`config.mk`:
```
export PLATFORM = sky130hd
export DESIGN_NAME = servo_mode_record_playback_unit_flat
export DESIGN_NICKNAME = d
export VERILOG_FILES = /design/src/rtl/smrp_pkg.sv /design/src/rtl/smrp_stream_if.sv /design/src/rtl/servo_mode_record_playback_unit.sv /design/src/rtl/smrp_map.sv /design/src/flat_wrapper.sv
export SDC_FILE = /design/constraint.sdc
export NUM_CORES = 2
export LEC_CHECK = 0
export ABC_AREA = 1
export BUFFER_PORTS_ARGS = -buffer_cell sky130_fd_sc_hd__buf_2
export CAP_MARGIN = 15
export CORE_UTILIZATION = 62
export DETAILED_ROUTE_END_ITERATION = 7
export PLACE_DENSITY_LB_ADDON = 0.05
export RECOVER_POWER = 50
export SYNTH_ARGS = -nofsm -noshare
export SYNTH_HDL_FRONTEND = slang
export SYNTH_HIERARCHICAL = 1
export SYNTH_SLANG_ARGS = --single-unit
```
`constraint.sdc`:
```
create_clock -name clk_i -period 11.8 [get_ports clk_i]
set_input_delay 0.59 -clock clk_i [delete_from_list [all_inputs] [get_ports clk_i]]
set_output_delay 0.59 -clock clk_i [all_outputs]
set_load 0.1 [all_outputs]
```
`src/rtl/smrp_pkg.sv`:
```
// ---------------------------------------------------------------------------
// smrp_pkg
// Types, codes and shared arithmetic for the servo mode record/playback unit.
// ---------------------------------------------------------------------------
`default_nettype none

package smrp_pkg;

  // Joystick sample range: full scale is 2^SampleBits - 1
  localparam int unsigned SampleBits = 12;
  localparam int unsigned SAMPLE_MAX = (1 << SampleBits) - 1;

  localparam int unsigned LevelW = 15;
  localparam int unsigned DelayW = 6;

  // Mode codes
  localparam logic [1:0] MODE_MANUAL  = 2'd0;
  localparam logic [1:0] MODE_SWEEP   = 2'd1;
  localparam logic [1:0] MODE_RECPLAY = 2'd2;
  localparam logic [1:0] MODE_SPARE   = 2'd3;

  // Configuration register indexes
  localparam logic [1:0] CFG_LO_WIDTH = 2'd0;
  localparam logic [1:0] CFG_HI_WIDTH = 2'd1;
  localparam logic [1:0] CFG_STRIDE   = 2'd2;

  // What the result stage does with the held pulse
  localparam logic [1:0] HOLD_KEEP = 2'd0;
  localparam logic [1:0] HOLD_MAP  = 2'd1;
  localparam logic [1:0] HOLD_SET  = 2'd2;

  // Tick delays in ms
  localparam logic [DelayW-1:0] DELAY_BUTTON = 6'd0;
  localparam logic [DelayW-1:0] DELAY_MANUAL = 6'd20;
  localparam logic [DelayW-1:0] DELAY_RECORD = 6'd30;
  localparam logic [DelayW-1:0] DELAY_LAST   = 6'd60;
  localparam logic [DelayW-1:0] DELAY_SWEEP_TOP = 6'd30;

  localparam logic [LevelW-1:0] LO_WIDTH_RST = 15'd500;
  localparam logic [LevelW-1:0] HI_WIDTH_RST = 15'd2500;
  localparam logic [7:0]        STRIDE_RST   = 8'd10;
  localparam logic [LevelW-1:0] LEVEL_TOP    = 15'h7FFF;

  typedef struct packed {
    logic                  func;
    logic [SampleBits-1:0] joystick;
  } in_item_t;

  typedef struct packed {
    logic [1:0]        reg_idx;
    logic [LevelW-1:0] wdata;
  } cfg_item_t;

  typedef struct packed {
    logic       led_red;
    logic       led_green;
    logic       led_blue;
    logic [1:0] mode_now;
    logic       recording_now;
  } status_t;

  typedef struct packed {
    logic [LevelW-1:0] servo_level;
    logic [DelayW-1:0] delay_ms;
    logic              led_red;
    logic              led_green;
    logic              led_blue;
    logic [1:0]        mode_now;
    logic              recording_now;
  } out_item_t;

  // Floor of a / (2^12 - 1) for a below 2^27: the shift series underestimates
  // by at most one, so a single remainder check fixes it.
  function automatic logic [LevelW-1:0] div_sample_max(input logic [26:0] a);
    logic [27:0] acc;
    logic [15:0] q0;
    logic [27:0] rem;
    acc = {1'b0, a} + 28'(a >> SampleBits) + 28'(a >> (2 * SampleBits));
    q0  = acc[27:12];
    rem = {1'b0, a} - {q0, 12'd0} + 28'(q0);
    if (rem >= 28'(SAMPLE_MAX)) begin
      q0 = q0 + 16'd1;
    end
    return q0[LevelW-1:0];
  endfunction

endpackage

`default_nettype wire

```
`src/rtl/smrp_stream_if.sv`:
```
// ---------------------------------------------------------------------------
// smrp_stream_if
// Valid/ready channel with a typed payload.
// ---------------------------------------------------------------------------
`default_nettype none

interface smrp_stream_if #(
  parameter type payload_t = logic
);
  logic     valid;
  logic     ready;
  payload_t data;

  modport source (output valid, output data, input ready);
  modport sink   (input valid, input data, output ready);
endinterface

`default_nettype wire

```
`src/rtl/servo_mode_record_playback_unit.sv`:
```
// ---------------------------------------------------------------------------
// servo_mode_record_playback_unit
// Servo pulse controller: manual, sweep and record/playback modes.
// ---------------------------------------------------------------------------
//  channel  dir  payload                                  handshake
//  in_i     in   func, joystick                           valid/ready
//  out_o    out  servo_level, delay_ms, leds, mode, rec   valid/ready
//  cfg_i    in   reg_idx, wdata                           valid/ready
//
// One transaction per cycle while out_o is not stalled; a result passes the stage B,
// stage C and result registers after its input transaction before it is valid on out_o.
// Mode state, counters and the sample store update in the accept cycle; the
// sample map takes a multiply stage and a divide-by-full-scale stage.
// A stalled output fills the stages behind it before in_i.ready drops.
// Reset clears all control state; the sample store is not cleared.
// ---------------------------------------------------------------------------
`default_nettype none

module servo_mode_record_playback_unit #(
  parameter int unsigned STORE_DEPTH = 256
) (
  input  wire logic         clk_i,
  input  wire logic         rst_ni,
  smrp_stream_if.sink       in_i,
  smrp_stream_if.source     out_o,
  smrp_stream_if.sink       cfg_i
);

  localparam int unsigned PtrW = (STORE_DEPTH > 1) ? $clog2(STORE_DEPTH) : 1;
  localparam int unsigned CntW = $clog2(STORE_DEPTH + 1);
  localparam int unsigned SW   = smrp_pkg::SampleBits;
  localparam int unsigned LW   = smrp_pkg::LevelW;
  localparam int unsigned DW   = smrp_pkg::DelayW;

  // Configuration
  logic [LW-1:0] lo_width_q, hi_width_q;
  logic [7:0]    stride_q;

  // Mode state
  logic [1:0]      mode_q, mode_d;
  logic            recording_q, recording_d;
  logic [CntW-1:0] count_q, count_d;
  logic [PtrW-1:0] ptr_q, ptr_d;
  logic [LW-1:0]   sweep_level_q, sweep_level_d;
  logic            sweep_rising_q, sweep_rising_d;
  logic            red_q, red_d;
  logic [LW-1:0]   held_q, held_d;

  // Stage handshake
  logic in_ready, accept;
  logic ready_b, ready_c, move_b, move_c;

  // Accept-stage decode
  smrp_pkg::in_item_t in_item;
  logic [1:0]      hold_a;
  logic            from_store_a;
  logic            sweep_delay_a;
  logic [DW-1:0]   delay_a;
  smrp_pkg::status_t status_a;
  logic            wr_en, rd_en;
  logic [PtrW-1:0] rd_addr;
  logic [15:0]     sweep_sum;
  logic [LW-1:0]   sweep_lv;
  logic [CntW-1:0] ptr_next;

  // Sample store
  logic [SW-1:0] store_mem [STORE_DEPTH];
  logic [SW-1:0] rd_q;

  // Stage B
  logic            b_valid_q;
  logic [1:0]      b_hold_q;
  logic            b_from_store_q;
  logic            b_sweep_delay_q;
  logic [SW-1:0]   b_sample_q;
  logic [LW-1:0]   b_level_q;
  logic [DW-1:0]   b_delay_q;
  smrp_pkg::status_t b_status_q;
  logic [SW-1:0]   b_sample;
  logic [16:0]     b_scaled;
  logic [LW-1:0]   b_steps;
  logic [DW-1:0]   b_delay;

  // Stage C
  logic            c_valid_q;
  logic [1:0]      c_hold_q;
  logic [LW-1:0]   c_level_q;
  logic [DW-1:0]   c_delay_q;
  smrp_pkg::status_t c_status_q;
  logic [LW-1:0]   map_level;

  // Result
  logic                out_valid_q;
  smrp_pkg::out_item_t out_q;

  assign in_item = in_i.data;

  // ---------------------------------------------------------------------
  // Configuration port
  // ---------------------------------------------------------------------
  assign cfg_i.ready = 1'b1;

  always_ff @(posedge clk_i or negedge rst_ni) begin
    if (!rst_ni) begin
      lo_width_q <= smrp_pkg::LO_WIDTH_RST;
      hi_width_q <= smrp_pkg::HI_WIDTH_RST;
      stride_q   <= smrp_pkg::STRIDE_RST;
    end else if (cfg_i.valid) begin
      case (cfg_i.data.reg_idx)
        smrp_pkg::CFG_LO_WIDTH: lo_width_q <= cfg_i.data.wdata;
        smrp_pkg::CFG_HI_WIDTH: hi_width_q <= cfg_i.data.wdata;
        smrp_pkg::CFG_STRIDE:   stride_q   <= cfg_i.data.wdata[7:0];
        default: ;
      endcase
    end
  end

  // ---------------------------------------------------------------------
  // Stage flow
  // ---------------------------------------------------------------------
  assign ready_c  = !out_valid_q || out_o.ready;
  assign move_c   = c_valid_q && ready_c;
  assign ready_b  = !c_valid_q || ready_c;
  assign move_b   = b_valid_q && ready_b;
  assign in_ready = !b_valid_q || ready_b;
  assign accept   = in_i.valid && in_ready;
  assign in_i.ready = in_ready;

  // ---------------------------------------------------------------------
  // Accept stage: mode state and store access
  // ---------------------------------------------------------------------
  assign sweep_sum = {1'b0, sweep_level_q} + 16'(stride_q);

  always_comb begin
    if (sweep_rising_q) begin
      sweep_lv = sweep_sum[15] ? smrp_pkg::LEVEL_TOP : sweep_sum[LW-1:0];
    end else if (sweep_level_q < LW'(stride_q)) begin
      sweep_lv = '0;
    end else begin
      sweep_lv = sweep_level_q - LW'(stride_q);
    end
  end

  always_comb begin
    mode_d         = mode_q;
    recording_d    = recording_q;
    count_d        = count_q;
    ptr_d          = ptr_q;
    sweep_level_d  = sweep_level_q;
    sweep_rising_d = sweep_rising_q;
    red_d          = red_q;
    hold_a         = smrp_pkg::HOLD_KEEP;
    from_store_a   = 1'b0;
    sweep_delay_a  = 1'b0;
    delay_a        = smrp_pkg::DELAY_BUTTON;
    wr_en          = 1'b0;
    rd_en          = 1'b0;
    rd_addr        = ptr_q;
    ptr_next       = '0;

    if (in_item.func) begin
      case (mode_q)
        smrp_pkg::MODE_MANUAL:  mode_d = smrp_pkg::MODE_SWEEP;
        smrp_pkg::MODE_SWEEP:   mode_d = smrp_pkg::MODE_RECPLAY;
        smrp_pkg::MODE_RECPLAY: mode_d = smrp_pkg::MODE_MANUAL;
        default:                mode_d = smrp_pkg::MODE_SWEEP;
      endcase
      if (mode_d == smrp_pkg::MODE_RECPLAY) begin
        count_d     = '0;
        ptr_d       = '0;
        recording_d = 1'b1;
      end else begin
        recording_d = 1'b0;
      end
    end else begin
      case (mode_q)
        smrp_pkg::MODE_SWEEP: begin
          sweep_level_d = sweep_lv;
          if (sweep_lv >= hi_width_q || sweep_lv <= lo_width_q) begin
            sweep_rising_d = !sweep_rising_q;
          end
          hold_a        = smrp_pkg::HOLD_SET;
          red_d         = 1'b0;
          sweep_delay_a = 1'b1;
        end
        smrp_pkg::MODE_RECPLAY: begin
          delay_a = smrp_pkg::DELAY_RECORD;
          if (recording_q) begin
            if (count_q < CntW'(STORE_DEPTH)) begin
              red_d   = !red_q;
              wr_en   = 1'b1;
              hold_a  = smrp_pkg::HOLD_MAP;
              count_d = count_q + CntW'(1);
            end else begin
              recording_d = 1'b0;
              red_d       = 1'b1;
            end
          end else begin
            red_d = 1'b1;
            if (count_q != '0) begin
              // Restart a pointer that ran past the recorded length
              if (CntW'(ptr_q) >= count_q) begin
                rd_addr = '0;
              end
              rd_en        = 1'b1;
              hold_a       = smrp_pkg::HOLD_MAP;
              from_store_a = 1'b1;
              ptr_next     = CntW'(rd_addr) + CntW'(1);
              if (ptr_next >= count_q) begin
                delay_a = smrp_pkg::DELAY_LAST;
                ptr_d   = '0;
              end else begin
                ptr_d = ptr_next[PtrW-1:0];
              end
            end
          end
        end
        default: begin
          hold_a  = smrp_pkg::HOLD_MAP;
          red_d   = 1'b0;
          delay_a = smrp_pkg::DELAY_MANUAL;
        end
      endcase
    end

    status_a.led_red       = red_d;
    status_a.led_green     = (mode_d == smrp_pkg::MODE_SWEEP);
    status_a.led_blue      = (mode_d inside {smrp_pkg::MODE_MANUAL, smrp_pkg::MODE_SPARE});
    status_a.mode_now      = mode_d;
    status_a.recording_now = recording_d;
  end

  always_ff @(posedge clk_i or negedge rst_ni) begin
    if (!rst_ni) begin
      mode_q         <= smrp_pkg::MODE_MANUAL;
      recording_q    <= 1'b0;
      count_q        <= '0;
      ptr_q          <= '0;
      sweep_level_q  <= smrp_pkg::LO_WIDTH_RST;
      sweep_rising_q <= 1'b1;
      red_q          <= 1'b0;
    end else if (accept) begin
      mode_q         <= mode_d;
      recording_q    <= recording_d;
      count_q        <= count_d;
      ptr_q          <= ptr_d;
      sweep_level_q  <= sweep_level_d;
      sweep_rising_q <= sweep_rising_d;
      red_q          <= red_d;
    end
  end

  always_ff @(posedge clk_i) begin
    if (accept && wr_en) begin
      store_mem[count_q[PtrW-1:0]] <= in_item.joystick;
    end
    if (accept && rd_en) begin
      rd_q <= store_mem[rd_addr];
    end
  end

  // ---------------------------------------------------------------------
  // Stage B: map multiply, sweep delay
  // ---------------------------------------------------------------------
  always_ff @(posedge clk_i or negedge rst_ni) begin
    if (!rst_ni) begin
      b_valid_q <= 1'b0;
    end else if (accept) begin
      b_valid_q <= 1'b1;
    end else if (move_b) begin
      b_valid_q <= 1'b0;
    end
  end

  always_ff @(posedge clk_i) begin
    if (accept) begin
      b_hold_q        <= hold_a;
      b_from_store_q  <= from_store_a;
      b_sweep_delay_q <= sweep_delay_a;
      b_sample_q      <= in_item.joystick;
      b_level_q       <= sweep_lv;
      b_delay_q       <= delay_a;
      b_status_q      <= status_a;
    end
  end

  assign b_sample = b_from_store_q ? rd_q : b_sample_q;

  // 29 * sample, then floor-divide by full scale
  assign b_scaled = ({5'd0, b_sample_q} << 5) - ({5'd0, b_sample_q} << 1)
                    - {5'd0, b_sample_q};
  assign b_steps  = smrp_pkg::div_sample_max({10'd0, b_scaled});
  assign b_delay  = b_sweep_delay_q ? (smrp_pkg::DELAY_SWEEP_TOP - b_steps[DW-1:0])
                                    : b_delay_q;

  smrp_map u_map (
    .clk_i      (clk_i),
    .load_i     (move_b),
    .sample_i   (b_sample),
    .lo_width_i (lo_width_q),
    .hi_width_i (hi_width_q),
    .level_o    (map_level)
  );

  // ---------------------------------------------------------------------
  // Stage C: divide, update held pulse
  // ---------------------------------------------------------------------
  always_ff @(posedge clk_i or negedge rst_ni) begin
    if (!rst_ni) begin
      c_valid_q <= 1'b0;
    end else if (move_b) begin
      c_valid_q <= 1'b1;
    end else if (move_c) begin
      c_valid_q <= 1'b0;
    end
  end

  always_ff @(posedge clk_i) begin
    if (move_b) begin
      c_hold_q   <= b_hold_q;
      c_level_q  <= b_level_q;
      c_delay_q  <= b_delay;
      c_status_q <= b_status_q;
    end
  end

  always_comb begin
    case (c_hold_q)
      smrp_pkg::HOLD_MAP: held_d = map_level;
      smrp_pkg::HOLD_SET: held_d = c_level_q;
      default:            held_d = held_q;
    endcase
  end

  // ---------------------------------------------------------------------
  // Result register
  // ---------------------------------------------------------------------
  always_ff @(posedge clk_i or negedge rst_ni) begin
    if (!rst_ni) begin
      out_valid_q <= 1'b0;
      held_q      <= '0;
    end else begin
      if (move_c) begin
        out_valid_q <= 1'b1;
        held_q      <= held_d;
      end else if (out_o.ready) begin
        out_valid_q <= 1'b0;
      end
    end
  end

  always_ff @(posedge clk_i) begin
    if (move_c) begin
      out_q.servo_level   <= held_d;
      out_q.delay_ms      <= c_delay_q;
      out_q.led_red       <= c_status_q.led_red;
      out_q.led_green     <= c_status_q.led_green;
      out_q.led_blue      <= c_status_q.led_blue;
      out_q.mode_now      <= c_status_q.mode_now;
      out_q.recording_now <= c_status_q.recording_now;
    end
  end

  assign out_o.valid = out_valid_q;
  assign out_o.data  = out_q;

endmodule

`default_nettype wire

```
`src/rtl/smrp_map.sv`:
```
// ---------------------------------------------------------------------------
// smrp_map
// Two-stage linear map of a joystick sample onto the configured pulse range.
// ---------------------------------------------------------------------------
`default_nettype none

module smrp_map (
  input  wire logic                                clk_i,
  input  wire logic                                load_i,
  input  wire logic [smrp_pkg::SampleBits-1:0]     sample_i,
  input  wire logic [smrp_pkg::LevelW-1:0]         lo_width_i,
  input  wire logic [smrp_pkg::LevelW-1:0]         hi_width_i,
  output      logic [smrp_pkg::LevelW-1:0]         level_o
);

  logic signed [15:0] span;
  logic signed [28:0] product_full;
  logic signed [27:0] product_d;
  logic signed [27:0] product_q;
  logic               neg;
  logic        [27:0] mag;
  logic [smrp_pkg::LevelW-1:0] quot;
  logic signed [17:0] sq;
  logic signed [17:0] lvl;

  assign span         = $signed({1'b0, hi_width_i}) - $signed({1'b0, lo_width_i});
  assign product_full = $signed({1'b0, sample_i}) * span;
  assign product_d    = product_full[27:0];

  always_ff @(posedge clk_i) begin
    if (load_i) begin
      product_q <= product_d;
    end
  end

  // Truncate toward zero: divide the magnitude, then restore the sign
  assign neg  = product_q[27];
  assign mag  = neg ? 28'(-product_q) : 28'(product_q);
  assign quot = smrp_pkg::div_sample_max(mag[26:0]);
  assign sq   = neg ? -$signed({3'b000, quot}) : $signed({3'b000, quot});
  assign lvl  = sq + $signed({3'b000, lo_width_i});

  always_comb begin
    if (lvl < 18'sd0) begin
      level_o = '0;
    end else if (lvl > $signed({3'b000, smrp_pkg::LEVEL_TOP})) begin
      level_o = smrp_pkg::LEVEL_TOP;
    end else begin
      level_o = lvl[smrp_pkg::LevelW-1:0];
    end
  end

endmodule

`default_nettype wire

```
`src/flat_wrapper.sv`:
```
// flat-port wrapper written by rule: the top's interface ports become plain ports
module servo_mode_record_playback_unit_flat 
#(
  parameter int unsigned STORE_DEPTH = 256
)
  (clk_i, rst_ni, in_i_valid, in_i_data, in_i_ready, out_o_valid, out_o_data, out_o_ready, cfg_i_valid, cfg_i_data, cfg_i_ready);
  smrp_stream_if #(.payload_t(smrp_pkg::in_item_t)) in_i_i ();
  smrp_stream_if #(.payload_t(smrp_pkg::out_item_t)) out_o_i ();
  smrp_stream_if #(.payload_t(smrp_pkg::cfg_item_t)) cfg_i_i ();
  input  wire logic clk_i;
  input  wire logic rst_ni;
  input wire logic [$bits(in_i_i.valid)-1:0] in_i_valid;
  input wire logic [$bits(in_i_i.data)-1:0] in_i_data;
  output wire logic [$bits(in_i_i.ready)-1:0] in_i_ready;
  output wire logic [$bits(out_o_i.valid)-1:0] out_o_valid;
  output wire logic [$bits(out_o_i.data)-1:0] out_o_data;
  input wire logic [$bits(out_o_i.ready)-1:0] out_o_ready;
  input wire logic [$bits(cfg_i_i.valid)-1:0] cfg_i_valid;
  input wire logic [$bits(cfg_i_i.data)-1:0] cfg_i_data;
  output wire logic [$bits(cfg_i_i.ready)-1:0] cfg_i_ready;
  assign in_i_i.valid = in_i_valid;
  assign in_i_i.data = in_i_data;
  assign in_i_ready = in_i_i.ready;
  assign out_o_valid = out_o_i.valid;
  assign out_o_data = out_o_i.data;
  assign out_o_i.ready = out_o_ready;
  assign cfg_i_i.valid = cfg_i_valid;
  assign cfg_i_i.data = cfg_i_data;
  assign cfg_i_ready = cfg_i_i.ready;
  servo_mode_record_playback_unit #(.STORE_DEPTH(STORE_DEPTH)) u_core (.clk_i(clk_i), .rst_ni(rst_ni), .in_i(in_i_i), .out_o(out_o_i), .cfg_i(cfg_i_i));
endmodule
```
==> reports/metrics.json <==
{
  "result_of_the_run": "finished with violations",
  "failed_checks": "capacitance limit, slew limit",
  "layout-drive-gt1-share": 0.1406,
  "final_critical_path_setup_slack_ns": 0.9483,
  "worstSetupPathType": "primary input to flop",
  "cts_root_buffer": "sky130_fd_sc_hd__clkbuf_16",
  "pre_cts_ws_ns": 0.9171,
  "grtUsageTotal": 0.3316,
  "die_ar_sq_um": 245000,
  "netlist.top_cell.by_area": "sky130_fd_sc_hd__edfxtp_1",
  "cp_slowest_cell": "sky130_fd_sc_hd__clkbuf_1",
  "grt_antenna_before_repair": 6,
  "netlist.area_leader.share": 0.6393,
  "ctsHtreeMaxLevel": 5,
  "worst_ep_arrival_time_ns": 10.54,
  "ys_seq_area_frac": 0.6549,
  "hold-path-endpoint": "u_core/lo_width_q[9]",
  "worstHoldStart": "cfg_i_data[9]",
  "synthToLayoutAreaGrowth_pct": 9.508,
  "startpoint": "in_i_data[3]",
  "post-route-util": 0.6847,
  "initialDrtViolationCount": 12840,
  "number_of_flip_flops_in_the_largest_register": 3072,
  "synth.top_cells.by_count": "sky130_fd_sc_hd__edfxtp_1, sky130_fd_sc_hd__nor2_1, sky130_fd_sc_hd__o211ai_1, sky130_fd_sc_hd__nand2_1, sky130_fd_sc_hd__or2_2",
  "grt_start_max_net_pins": 203,
  "cp-start-kind": "primary input",
  "worstHoldPathType": "primary input to flop",
  "synth_edf_count": 3208,
  "synth-async-reset-ratio": 0.02817,
  "synth.ff_latch_count": 3301,
  "tritoncts_num_sinks": 3301,
  "worstMarginPinSlew_ns": 6.814,
  "dieHeight_um": 495.0,
  "rsz0062_at_grt": "false",
  "yosys.cell_types.count": 74,
  "max_slew_margin": -3.543,
  "path_cells": "clkbuf_1 > clkbuf_1",
  "detailedPlacementHpwl_mm": 244.8,
  "final_antenna_net_count": 0,
  "worstPathRequired_ns": 11.49,
  "placer_congestion": 0.9389,
  "cts_tree": "yes",
  "clk_transition_reported_paths_ns": 0.06,
  "post_cts_setup_driven_buffer_insertion_count": 0,
  "highest_clock_frequency_the_design_can_meet_mhz": 92.15,
  "portBuffers": 63,
  "synthesis.instances": 12100,
  "fin_setup_tns_ns": 0,
  "timing.final.crit_period_ns": 10.85,
  "grt_pass1_vias": 95810,
  "vias": 99760,
  "most_frequent_cell_after_synthesis": "sky130_fd_sc_hd__edfxtp_1",
  "end_kind": "flop",
  "skew_ns": 0.1021,
  "num_cts_buffers": 345,
  "reg2reg_from": "u_core/u_map/product_q[0]",
  "viasPerCell": 6.431,
  "max_stage_delay_ns": 5.00,
  "worst_r2r_endpoint": "u_core/held_q[0]",
  "overflow": 0,
  "drt_pre_antenna_iters": 6,
  "maxCapViolCount": 41,
  "wl_per_cell_um": 26.44,
  "layout.filler_cells": 16890,
  "finalCritPeriodShare": 0.9196,
  "yosys_most_used_dff": "sky130_fd_sc_hd__edfxtp_1",
  "maximum_count_of_clock_buffers_along_a_single_path": 4,
  "ys.warnings.count": 6,
  "core-area_sq_um": 241000,
  "io_pins": 65,
  "syn_avg_cell_area_sq_um": 12.46,
  "drc": 0,
  "final_hold_vios": 0,
  "slew_violations": 3242,
  "crit_buf_inv": 2,
  "path_delay_family": "buffers and inverters",
  "setup_violation_total_in_the_final_timing_report": 0,
  "min_delay_path_depth": 3,
  "starting_utilization_of_the_core_area": 0.6253,
  "crit_path_max_fanout": 130,
  "synthesis.nets": 12610,
  "crit_top_cell": "sky130_fd_sc_hd__clkbuf_1",
  "regToRegSetupSlack_ns": 1.11,
  "num_rows": 180,
  "width_of_the_chip_um": 495.0,
  "reg2reg_path_depth": 66,
  "grt_first_pass_wirelength_mm": 608.5,
  "nNetsFinal": 12580,
  "clock_insertion_delay_worst_skew_ns": 1.00,
  "synthesis.area_sq_um": 150700,
  "routed_wl_mm": 410.1,
  "netlist_top_cells_area": "sky130_fd_sc_hd__edfxtp_1, sky130_fd_sc_hd__o211ai_1, sky130_fd_sc_hd__nor2_1, sky130_fd_sc_hd__or2_2, sky130_fd_sc_hd__fa_1"
}
[worst max-delay path by stage]
stage | end | slack [ns] | depth (start not counted)
3_3_place_gp | u_core/held_q[0] | 0.78 | 68
2_1_floorplan | u_core/held_q[8] | 2.44 | 65
4_1_cts | u_core/held_q[0] | 0.83 | 68
3_5_place_dp | u_core/held_q[0] | 0.92 | 64
6_report | u_core/store_mem[88][3] | 0.95 | 2
5_1_grt | u_core/held_q[3] | 0.02 | 69
[cell usage in the layout, fill, tap and decap left out, types with 16 or more instances in the layout]
master / Yosys / final
sky130_fd_sc_hd__buf_4: 37 / 205
sky130_fd_sc_hd__inv_1: 671 / 667
sky130_fd_sc_hd__o311ai_1: 114 / 114
sky130_fd_sc_hd__inv_2: 19 / 19
sky130_fd_sc_hd__nand3_2: 15 / 22
sky130_fd_sc_hd__xnor2_1: 38 / 38
sky130_fd_sc_hd__clkbuf_16: 0 / 351
sky130_fd_sc_hd__ha_1: 283 / 283
sky130_fd_sc_hd__bufinv_16: 0 / 25
sky130_fd_sc_hd__a21oi_1: 175 / 174
sky130_fd_sc_hd__nor2_2: 17 / 29
sky130_fd_sc_hd__nor3_1: 41 / 37
sky130_fd_sc_hd__o22ai_1: 16 / 16
sky130_fd_sc_hd__a22oi_1: 16 / 16
sky130_fd_sc_hd__fa_1: 191 / 191
sky130_fd_sc_hd__dfrtp_1: 73 / 73
sky130_fd_sc_hd__nand3_1: 461 / 453
sky130_fd_sc_hd__o311ai_0: 270 / 270
sky130_fd_sc_hd__nand2_2: 42 / 47
sky130_fd_sc_hd__nand2_1: 780 / 774
sky130_fd_sc_hd__o21ai_0: 170 / 163
sky130_fd_sc_hd__o211ai_1: 1145 / 1145
sky130_fd_sc_hd__clkinv_2: 1 / 54
sky130_fd_sc_hd__xor2_1: 107 / 107
sky130_fd_sc_hd__nor2_1: 2098 / 2082
sky130_fd_sc_hd__dfstp_2: 20 / 18
sky130_fd_sc_hd__buf_6: 43 / 57
sky130_fd_sc_hd__buf_2: 187 / 22
sky130_fd_sc_hd__clkbuf_1: 460 / 141
sky130_fd_sc_hd__buf_12: 1 / 24
sky130_fd_sc_hd__nand4_1: 43 / 43
sky130_fd_sc_hd__o31ai_1: 378 / 378
sky130_fd_sc_hd__clkinv_1: 4 / 71
sky130_fd_sc_hd__edfxtp_1: 3208 / 3208
sky130_fd_sc_hd__or2_2: 754 / 754
[what timing repair did]
action                                 in CTS  in global routing
setup endpoints to repair                   0                 30
endpoints found under the hold margin      44                  0
resized for setup                           0                  8
hold buffers                                7                  0
[stage by stage]
| stage | hold slack, ns | area (sq um) | cells |
|---|---|---|---|
| floorplan | 0.2944 | 150700 | 12100 |
| global placement | 0.4021 | 153600 | 14800 |
| detailed placement | 0.4045 | 153900 | 14820 |
| CTS | 0.001507 | 164500 | 15420 |
| global route | 0.01614 | 165000 | 15500 |
| finish | 0.04413 | 165000 | 15510 |
[layer usage]
metal | vias up | wire length, um | global-route usage
met5 | - | 13 | 0
met4 | 2 | 18060 | 0.1412
met3 | 826 | 37670 | 0.05065
met2 | 5058 | 188700 | 0.5050
met1 | 49560 | 165700 | 0.4795
li1 | 44310 | - | -
[final cells by class]
class	count	area (sq um)	area share
Sequential cell	3301	98680	0.5981
Timing Repair Buffer	388	3126	0.01894
Tap cell	3185	3985	0.02415
Antenna cell	11	27.53	0.0001668
Clock inverter	168	1500	0.009092
Inverter	696	2633	0.01595
Multi-Input combinational cell	7342	45990	0.2787
Clock buffer	421	9056	0.05489
[logic make-up after synthesis]
group,after synthesis,synth area share
simple gates,4341,0.1303
flops,3301,0.6549
compound gates,2376,0.1160
buf+inv,1453,0.04095
fa+ha+maj,474,0.04888
xor+xnor,149,0.008860
other cells,1,0.00002489
mux,1,0.00007473
Power is left out: the tool's default activity adds up to more than one toggle a clock period on the data nets, which glitch-free logic cannot reach.
